File: src/sv/kbm_pkg.sv
package kbm_pkg;

    localparam int PAT_TABLE_SIZE    = 36;
    localparam int PAT_TABLE_BYTES   = 10;
    localparam int PATTERN_COUNT_DEF = 36;
    localparam int MAX_LEN_DEF       = 10;
    localparam int RESULT_IDX_W      = 6;
    localparam int QUEUE_DEPTH       = 2;

    typedef logic [7:0] t_byte;

    // per-message verdict request handed from front to back
    typedef struct packed {
        logic                      exempt;
        logic [PAT_TABLE_SIZE-1:0] hits;
    } t_verdict_req;

    // ascii text, last character in the lowest byte
    localparam logic [8*PAT_TABLE_BYTES-1:0] PAT_TEXT [PAT_TABLE_SIZE] = '{
        80'h68747470_3a2f2f,
        80'h777777,
        80'h776f772d,
        80'h2d776f77,
        80'h7275,
        80'h6e6574,
        80'h6f7267,
        80'h636f6d,
        80'h62697a,
        80'h7a617074_6f,
        80'h6e6f2d69_70,
        80'h2e6c74,
        80'h6c6f68,
        80'h6a656261,
        80'h63697061,
        80'h67656a,
        80'h6377656c,
        80'h70697a64,
        80'h70696572_646f,
        80'h776f7773_74617273,
        80'h63617266_6167656e,
        80'h7265766f_6c757469_6f6e,
        80'h6172656e_612d776f_77,
        80'h776f7766_6c6167,
        80'h75776f77,
        80'h72697665_72726973_65,
        80'h6973656e_67617264,
        80'h776f7763_6972636c_65,
        80'h6a65742d_776f77,
        80'h776f772d_636f6f6c,
        80'h66616b65_776f77,
        80'h73707a6f_6e65,
        80'h776f7767_656172,
        80'h697a626f_6f73686b_61,
        80'h73697275_73,
        80'h656c6772_61636961
    };

    localparam int PAT_LEN [PAT_TABLE_SIZE] = '{
        7, 3, 4, 4, 2, 3, 3, 3, 3, 5, 5, 3,
        3, 4, 4, 3, 4, 4, 6, 8, 8, 10, 9, 7,
        4, 9, 8, 9, 7, 8, 7, 6, 7, 9, 5, 8
    };

    function automatic t_byte fold_case(input t_byte b);
        t_byte r;
        r = b;
        if (b >= 8'h41 && b <= 8'h5a) begin
            r = b + 8'h20;
        end
        return r;
    endfunction

endpackage

File: src/sv/kbm_front.sv
module kbm_front #(
    parameter int PATTERN_COUNT   = kbm_pkg::PATTERN_COUNT_DEF,
    parameter int MAX_PATTERN_LEN = kbm_pkg::MAX_LEN_DEF
) (
    input  logic                  i_clk,
    input  logic                  i_rst_n,
    input  logic                  i_valid,
    output logic                  o_ready,
    input  kbm_pkg::t_byte        i_byte,
    input  logic                  i_last,
    input  logic                  i_exempt,
    input  logic                  i_full,
    output logic                  o_push,
    output kbm_pkg::t_verdict_req o_req
);

    localparam int WIN   = MAX_PATTERN_LEN - 1;
    localparam int HIT_W = (PATTERN_COUNT < kbm_pkg::PAT_TABLE_SIZE) ?
                           PATTERN_COUNT : kbm_pkg::PAT_TABLE_SIZE;

    kbm_pkg::t_byte r_window [WIN];
    kbm_pkg::t_byte n_window [WIN];
    logic [HIT_W-1:0] r_hits;
    logic [HIT_W-1:0] n_hits;

    kbm_pkg::t_byte   w_cur;
    kbm_pkg::t_byte   w_tap [MAX_PATTERN_LEN];
    logic [HIT_W-1:0] w_match;
    logic             w_accept;

    assign w_cur    = kbm_pkg::fold_case(i_byte);
    assign o_ready  = !i_full;
    assign w_accept = i_valid && !i_full;
    assign o_push   = w_accept && i_last;

    assign o_req.exempt = i_exempt;
    assign o_req.hits   = kbm_pkg::PAT_TABLE_SIZE'(r_hits | w_match);

    assign w_tap[0] = w_cur;
    for (genvar k = 1; k < MAX_PATTERN_LEN; k++) begin : g_tap
        assign w_tap[k] = r_window[k-1];
    end

    // every pattern within PATTERN_COUNT that fits MAX_PATTERN_LEN compared in parallel, ending at the current byte
    for (genvar p = 0; p < HIT_W; p++) begin : g_pat
        if (kbm_pkg::PAT_LEN[p] <= MAX_PATTERN_LEN) begin : g_fit
            logic [kbm_pkg::PAT_LEN[p]-1:0] w_eq;
            for (genvar k = 0; k < kbm_pkg::PAT_LEN[p]; k++) begin : g_chr
                assign w_eq[k] = (w_tap[k] == kbm_pkg::PAT_TEXT[p][8*k +: 8]);
            end
            assign w_match[p] = &w_eq;
        end else begin : g_long
            assign w_match[p] = 1'b0;
        end
    end

    always_comb begin
        n_window = r_window;
        n_hits   = r_hits;
        if (w_accept) begin
            if (i_last) begin
                for (int k = 0; k < WIN; k++) begin
                    n_window[k] = '0;
                end
                n_hits = '0;
            end else begin
                n_window[0] = w_cur;
                for (int k = 1; k < WIN; k++) begin
                    n_window[k] = r_window[k-1];
                end
                n_hits = r_hits | w_match;
            end
        end
    end

    always_ff @(posedge i_clk) begin
        if (!i_rst_n) begin
            for (int k = 0; k < WIN; k++) begin
                r_window[k] <= '0;
            end
            r_hits <= '0;
        end else begin
            r_window <= n_window;
            r_hits   <= n_hits;
        end
    end

    a_hits_clear_after_last: assert property (
        @(posedge i_clk) disable iff (!i_rst_n)
        (w_accept && i_last) |=> (r_hits == '0 && r_window[0] == '0)
    ) else $error("hit bits not cleared after message end");

    a_push_has_room: assert property (
        @(posedge i_clk) disable iff (!i_rst_n)
        o_push |-> (o_ready && !i_full)
    ) else $error("verdict pushed into a full queue");

endmodule

File: src/sv/kbm_queue.sv
module kbm_queue (
    input  logic                  i_clk,
    input  logic                  i_rst_n,
    input  logic                  i_push,
    input  kbm_pkg::t_verdict_req i_req,
    output logic                  o_full,
    input  logic                  i_pop,
    output logic                  o_valid,
    output kbm_pkg::t_verdict_req o_req
);

    localparam int DEPTH = kbm_pkg::QUEUE_DEPTH;
    localparam int PTR_W = (DEPTH > 1) ? $clog2(DEPTH) : 1;
    localparam int CNT_W = $clog2(DEPTH + 1);

    kbm_pkg::t_verdict_req r_mem [DEPTH];
    logic [PTR_W-1:0] r_wptr;
    logic [PTR_W-1:0] r_rptr;
    logic [CNT_W-1:0] r_count;
    logic [PTR_W-1:0] n_wptr;
    logic [PTR_W-1:0] n_rptr;
    logic [CNT_W-1:0] n_count;

    assign o_full  = (r_count == CNT_W'(DEPTH));
    assign o_valid = (r_count != '0);
    assign o_req   = r_mem[r_rptr];

    always_comb begin
        n_wptr  = r_wptr;
        n_rptr  = r_rptr;
        n_count = r_count;
        if (i_push) begin
            n_wptr = (r_wptr == PTR_W'(DEPTH - 1)) ? '0 : r_wptr + 1'b1;
        end
        if (i_pop) begin
            n_rptr = (r_rptr == PTR_W'(DEPTH - 1)) ? '0 : r_rptr + 1'b1;
        end
        if (i_push && !i_pop) begin
            n_count = r_count + 1'b1;
        end else if (i_pop && !i_push) begin
            n_count = r_count - 1'b1;
        end
    end

    always_ff @(posedge i_clk) begin
        if (i_push) begin
            r_mem[r_wptr] <= i_req;
        end
    end

    always_ff @(posedge i_clk) begin
        if (!i_rst_n) begin
            r_wptr  <= '0;
            r_rptr  <= '0;
            r_count <= '0;
        end else begin
            r_wptr  <= n_wptr;
            r_rptr  <= n_rptr;
            r_count <= n_count;
        end
    end

    a_count_bound: assert property (
        @(posedge i_clk) disable iff (!i_rst_n)
        r_count <= CNT_W'(DEPTH)
    ) else $error("queue count beyond depth");

    a_no_pop_empty: assert property (
        @(posedge i_clk) disable iff (!i_rst_n)
        i_pop |-> o_valid
    ) else $error("pop from empty queue");

endmodule

File: src/sv/kbm_back.sv
module kbm_back (
    input  logic                              i_clk,
    input  logic                              i_rst_n,
    input  logic                              i_q_valid,
    input  kbm_pkg::t_verdict_req             i_req,
    output logic                              o_pop,
    output logic                              o_valid,
    input  logic                              i_ready,
    output logic                              o_blocked,
    output logic [kbm_pkg::RESULT_IDX_W-1:0]  o_first
);

    localparam int IDX_W = kbm_pkg::RESULT_IDX_W;

    logic             r_valid;
    logic             r_blocked;
    logic [IDX_W-1:0] r_first;
    logic [IDX_W-1:0] w_idx;
    logic             w_blocked;

    assign o_pop     = i_q_valid && (!r_valid || i_ready);
    assign w_blocked = !i_req.exempt && (i_req.hits != '0);

    always_comb begin
        w_idx = '0;
        for (int p = kbm_pkg::PAT_TABLE_SIZE - 1; p >= 0; p--) begin
            if (i_req.hits[p]) begin
                w_idx = IDX_W'(p);
            end
        end
    end

    always_ff @(posedge i_clk) begin
        if (!i_rst_n) begin
            r_valid <= 1'b0;
        end else if (o_pop) begin
            r_valid <= 1'b1;
        end else if (i_ready) begin
            r_valid <= 1'b0;
        end
    end

    always_ff @(posedge i_clk) begin
        if (o_pop) begin
            r_blocked <= w_blocked;
            r_first   <= w_blocked ? w_idx : '0;
        end
    end

    assign o_valid   = r_valid;
    assign o_blocked = r_blocked;
    assign o_first   = r_first;

    a_first_zero_when_clear: assert property (
        @(posedge i_clk) disable iff (!i_rst_n)
        (r_valid && !r_blocked) |-> (r_first == '0)
    ) else $error("pattern index set on a clean message");

endmodule

File: src/sv/keyword_blocklist_matcher_unit.sv
// keyword blocklist matcher
// input stream s_axis: one chat message byte per transaction, tlast on the
// final byte, tuser carries the two exemption flags sampled on that byte.
// output stream m_axis: one verdict transaction per message, nothing for
// the other bytes.
// a byte is folded to lower case and compared, together with the window of
// preceding bytes, against the fixed dictionary combinationally; hits stick
// until message end, then window and hits clear.
// throughput: one byte per cycle while the verdict queue is not full.
// after the last byte is accepted the verdict is written into the verdict
// queue, then passes the encoder into the output register onto m_axis.
// a two-entry verdict queue separates the byte front end from the output
// stage, so the front keeps taking bytes while a verdict waits on m_axis;
// s_axis_tready drops only when both queue entries are held by a stalled
// receiver.
// reset (synchronous, active low) clears the window, hits, queue and output
// valid; bytes are accepted on the first cycle after reset.
module keyword_blocklist_matcher_unit #(
    parameter int PATTERN_COUNT   = kbm_pkg::PATTERN_COUNT_DEF,
    parameter int MAX_PATTERN_LEN = kbm_pkg::MAX_LEN_DEF
) (
    input  logic       i_clk,
    input  logic       i_rst_n,
    input  logic       s_axis_tvalid,
    output logic       s_axis_tready,
    input  logic [7:0] s_axis_tdata,   // [7:0] message_byte
    input  logic       s_axis_tlast,
    input  logic [1:0] s_axis_tuser,   // [0] privileged_sender, [1] addon_language
    output logic       m_axis_tvalid,
    input  logic       m_axis_tready,
    output logic [7:0] m_axis_tdata    // [0] blocked, [6:1] first_pattern, [7] zero
);

    logic                              w_full;
    logic                              w_push;
    kbm_pkg::t_verdict_req             w_push_req;
    logic                              w_q_valid;
    logic                              w_pop;
    kbm_pkg::t_verdict_req             w_head_req;
    logic                              w_blocked;
    logic [kbm_pkg::RESULT_IDX_W-1:0]  w_first;

    kbm_front #(
        .PATTERN_COUNT   (PATTERN_COUNT),
        .MAX_PATTERN_LEN (MAX_PATTERN_LEN)
    ) u_front (
        .i_clk    (i_clk),
        .i_rst_n  (i_rst_n),
        .i_valid  (s_axis_tvalid),
        .o_ready  (s_axis_tready),
        .i_byte   (s_axis_tdata),
        .i_last   (s_axis_tlast),
        .i_exempt (s_axis_tuser[0] || s_axis_tuser[1]),
        .i_full   (w_full),
        .o_push   (w_push),
        .o_req    (w_push_req)
    );

    kbm_queue u_queue (
        .i_clk   (i_clk),
        .i_rst_n (i_rst_n),
        .i_push  (w_push),
        .i_req   (w_push_req),
        .o_full  (w_full),
        .i_pop   (w_pop),
        .o_valid (w_q_valid),
        .o_req   (w_head_req)
    );

    kbm_back u_back (
        .i_clk     (i_clk),
        .i_rst_n   (i_rst_n),
        .i_q_valid (w_q_valid),
        .i_req     (w_head_req),
        .o_pop     (w_pop),
        .o_valid   (m_axis_tvalid),
        .i_ready   (m_axis_tready),
        .o_blocked (w_blocked),
        .o_first   (w_first)
    );

    assign m_axis_tdata = {1'b0, w_first, w_blocked};

endmodule
File: config.mk
export PLATFORM = sky130hd
export DESIGN_NAME = keyword_blocklist_matcher_unit
export DESIGN_NICKNAME = d
export VERILOG_FILES = /design/src/sv/kbm_pkg.sv /design/src/sv/kbm_front.sv /design/src/sv/kbm_queue.sv /design/src/sv/kbm_back.sv /design/src/sv/keyword_blocklist_matcher_unit.sv
export SDC_FILE = /design/constraint.sdc
export NUM_CORES = 1
export LEC_CHECK = 0
export ABC_CLOCK_PERIOD_IN_PS = 6600
export BUFFER_PORTS_ARGS = -buffer_cell sky130_fd_sc_hd__buf_4
export CAP_MARGIN = 20
export CORE_MARGIN = 4
export CORE_UTILIZATION = 45
export DETAILED_ROUTE_END_ITERATION = 6
export GPL_TIMING_DRIVEN = 0
export SLEW_MARGIN = 25
export SYNTH_ARGS = -nofsm -noshare
export SYNTH_HDL_FRONTEND = slang
export SYNTH_SLANG_ARGS = --single-unit
File: constraint.sdc
create_clock -name i_clk -period 6.6 [get_ports i_clk]
set_clock_uncertainty 0.2 [all_clocks]
set_input_delay 1.32 -clock i_clk [delete_from_list [all_inputs] [get_ports i_clk]]
set_output_delay 1.32 -clock i_clk [all_outputs]
set_load 0.005 [all_outputs]
==> results.md <==
- Main combinational cell family by area after synthesis: simple AND/OR/NAND/NOR gates
- Fmax: approximately 280 MHz
- Die width: between 150 and 200 um
- ANT nets after route: 0
- DR vias: 8400
- Total global routing overflow: 0
- CTS root buffer: clkbuf_16
- Ys flop type: dfxtp_1
- Gr usage total: 0.258
- Post-synthesis cell count: ~1000
- First-pass GRT wire length: 48100 um
- Core Region: approximately 21000 sq um
- DR iter-0 viols: around 780
- Antenna diodes: 0
- Final wirelength: 31100 um
- Initial antenna violation count: 0
- Mux share of post-synthesis cell area: 0.00419
- Crit path DAT: 3520 ps
- Maximum vdd drop: between 0.00015 and 0.0002 V
- Mapped Nets: 1060
- Drt pass-1 iters: 5
- PD cells: approximately 270 nW/um^2
- Final Cycle Share: 0.544
- Async S/R FF share, synth: 0
- Fillers: approximately 2000
- Startpoint types: input pin
- CP Data Required Time: between 6000 and 7000 ps
- YS warnings: 0
- Vias in the first global route: roughly 8100
- Most frequent cells in the layout: nand2_1 (118), dfxtp_1 (114), edfxtp_1 (81)
- RePlAce Congestion: 0.974
- Cts bufs inserted: 17
- Non-Filler Instances: 1375
- Min Tclk post-route: between 3000 and 4000 ps
- Fin. Hold Viols: 0
- DR DRC count: 0
- I/O pin cnt: 25
- Max Slew Vio Count: 0
- Die height: between 150 and 200 um
- Post-synth EDFFs: 81
- Worst Hold Class: flop to flop
- RSZ-0062 raised after global routing: false
- #FFs+latches synth: a little under 200
- Final instance area: about 11000 sq um
- Die Area: 24300 sq um
- Sequential element share of the synthesized area: 0.478
- Synth Area in Adders: 0.00254
- Outcome: complete, no violations
- Pleak: ~0.0036 uW
- Post-DP Area: roughly 10000 sq um
- Slew of the pin with the lowest slew margin: roughly 1100 ps
- Compound-Gate Fraction of Synth Area: 0.153
- Final setup viols: 0
- Total power: between 2000 and 3000 uW
- Most common cell after layout, fill and taps aside: nand2_1
- # port buffers: 23
- Largest net degree at the start of global routing: 27
- Maxcap violations: 0
- Post-DP HPWL: 23800 um
- Setup TNS: 0 ps
- Post-Syn Area: between 9000 and 10000 sq um
- Initial Util: 0.463
- CP endpoint kind: flop
- Synth Area in XOR/XNOR: 0.00355
- Clock-pin slew on the worst setup and hold paths: around 70 ps
- Avg Cell Area, Syn: ~9.5 sq um
- Pre-CTS WS: between 2000 and 3000 ps
- CTS Buffer Depth: 2
- Number of post-CTS setup repair buffers: 0
- Placed cells: ~1300
- Critical Setup Path Class: input pin to flop
- Cts repair resizes: 0
- CP Max Fanout: 26
- Synth unique cells: 80
- Post-layout nets: roughly 1100
- Slew headroom: 0.251
- Worst skew pair latency: approximately 440 ps
- Setup ws final: ~3000 ps
- CTS tree: done
- Drt wl/cell: between 20 and 25 um
- Synth-to-Final Area Change: 11.5%
- Post-CTS Hold Buffers: 0
- Simple-gate share of the synthesized area: 0.325
- Row count: between 50 and 60
- Fraction of layout cells with a size suffix above 1: 0.0964
- H-tree depth: 4
- Vias/cell: around 6
- Clock Sinks: between 150 and 200
## layer usage
metal,GRT usage,vias to the layer above,wire (um)
met5,0,-,0
met1,0.339,4057,13700
met2,0.414,299,14500
met3,0.0424,79,1460
met4,0.123,0,1470
li1,-,3965,-
## cells by family (layout without fill, tap and decap cells)
group | count (synthesis) | after routing
compound gates | 207 | 207
xor+xnor | 4 | 4
fa+ha+maj | 2 | 2
buf+inv | 82 | 139
flops | 195 | 195
mux | 4 | 4
other cells | 1 | 1
simple gates | 548 | 548
## flip-flops by register name, summed over array words and instances, names as in the netlist, named ones only
register	flops
u_back.o_first	6
u_front.r_window	72
u_queue.r_wptr	1
u_back.o_valid	1
u_queue.r_mem	74
u_back.o_blocked	1
u_queue.r_count	2
u_front.r_hits	36
u_queue.r_rptr	1
## Yosys cell counts (21+ instances only)
| cell type | number | share of area |
|---|---|---|
| edfxtp_1 | 81 | 0.25 |
| nor4_1 | 29 | 0.018 |
| a21boi_0 | 71 | 0.054 |
| nor2b_1 | 23 | 0.015 |
| nand3b_1 | 76 | 0.058 |
| clkbuf_1 | 40 | 0.015 |
| nor3_1 | 51 | 0.026 |
| inv_1 | 21 | 0.0080 |
| nor2_1 | 65 | 0.025 |
| dfxtp_1 | 114 | 0.23 |
| nand2b_1 | 26 | 0.016 |
| nand4_1 | 23 | 0.015 |
| a21oi_1 | 25 | 0.013 |
| nand2_1 | 118 | 0.045 |
## through the flow
step / hold WS, ps / utilization
3_3_place_gp: 228 / 0.487
3_5_place_dp: 234 / 0.490
4_1_cts: 246 / 0.516
5_1_grt: 268 / 0.516
2_1_floorplan: 217 / -
6_report: 242 / 0.516
## final timing paths
check	startpoint	slack, ps	cells past startpoint	to
setup / recovery	s_axis_tvalid	3010	6	u_queue.r_mem[1][1]
hold / removal	u_front.r_hits[35]	240	2	u_front.r_hits[35]
setup reg to reg	u_queue.r_count[0]	3320	6	u_queue.r_mem[1][1]
hold reg to reg	u_front.r_hits[35]	240	2	u_front.r_hits[35]
## layout make-up
class / count / area, sq um / share of cell area
repair buffers: 25 / 213 / 0.0194
clock buffers: 17 / 425 / 0.0387
inverters: 21 / 78.8 / 0.00717
multi-input cells: 766 / 4820 / 0.439
plain buffers: 61 / 251 / 0.0229
flip-flops and latches: 195 / 4710 / 0.429
clock inverters: 15 / 139 / 0.0126
well taps: 275 / 344 / 0.0313
## worst max-delay path: stages
cell and delay, ps:
buf_4 90, and2_1 270, clkbuf_1 520, buf_1 550
and3_2 520, buf_12 240
## where the power goes
part | internal (uW) | switching, uW
combinational | 193 | 375
sequential | 1320 | 45.1
clock | 501 | 507
total | 2020 | 927
Power figures use the tool's default switching activity.
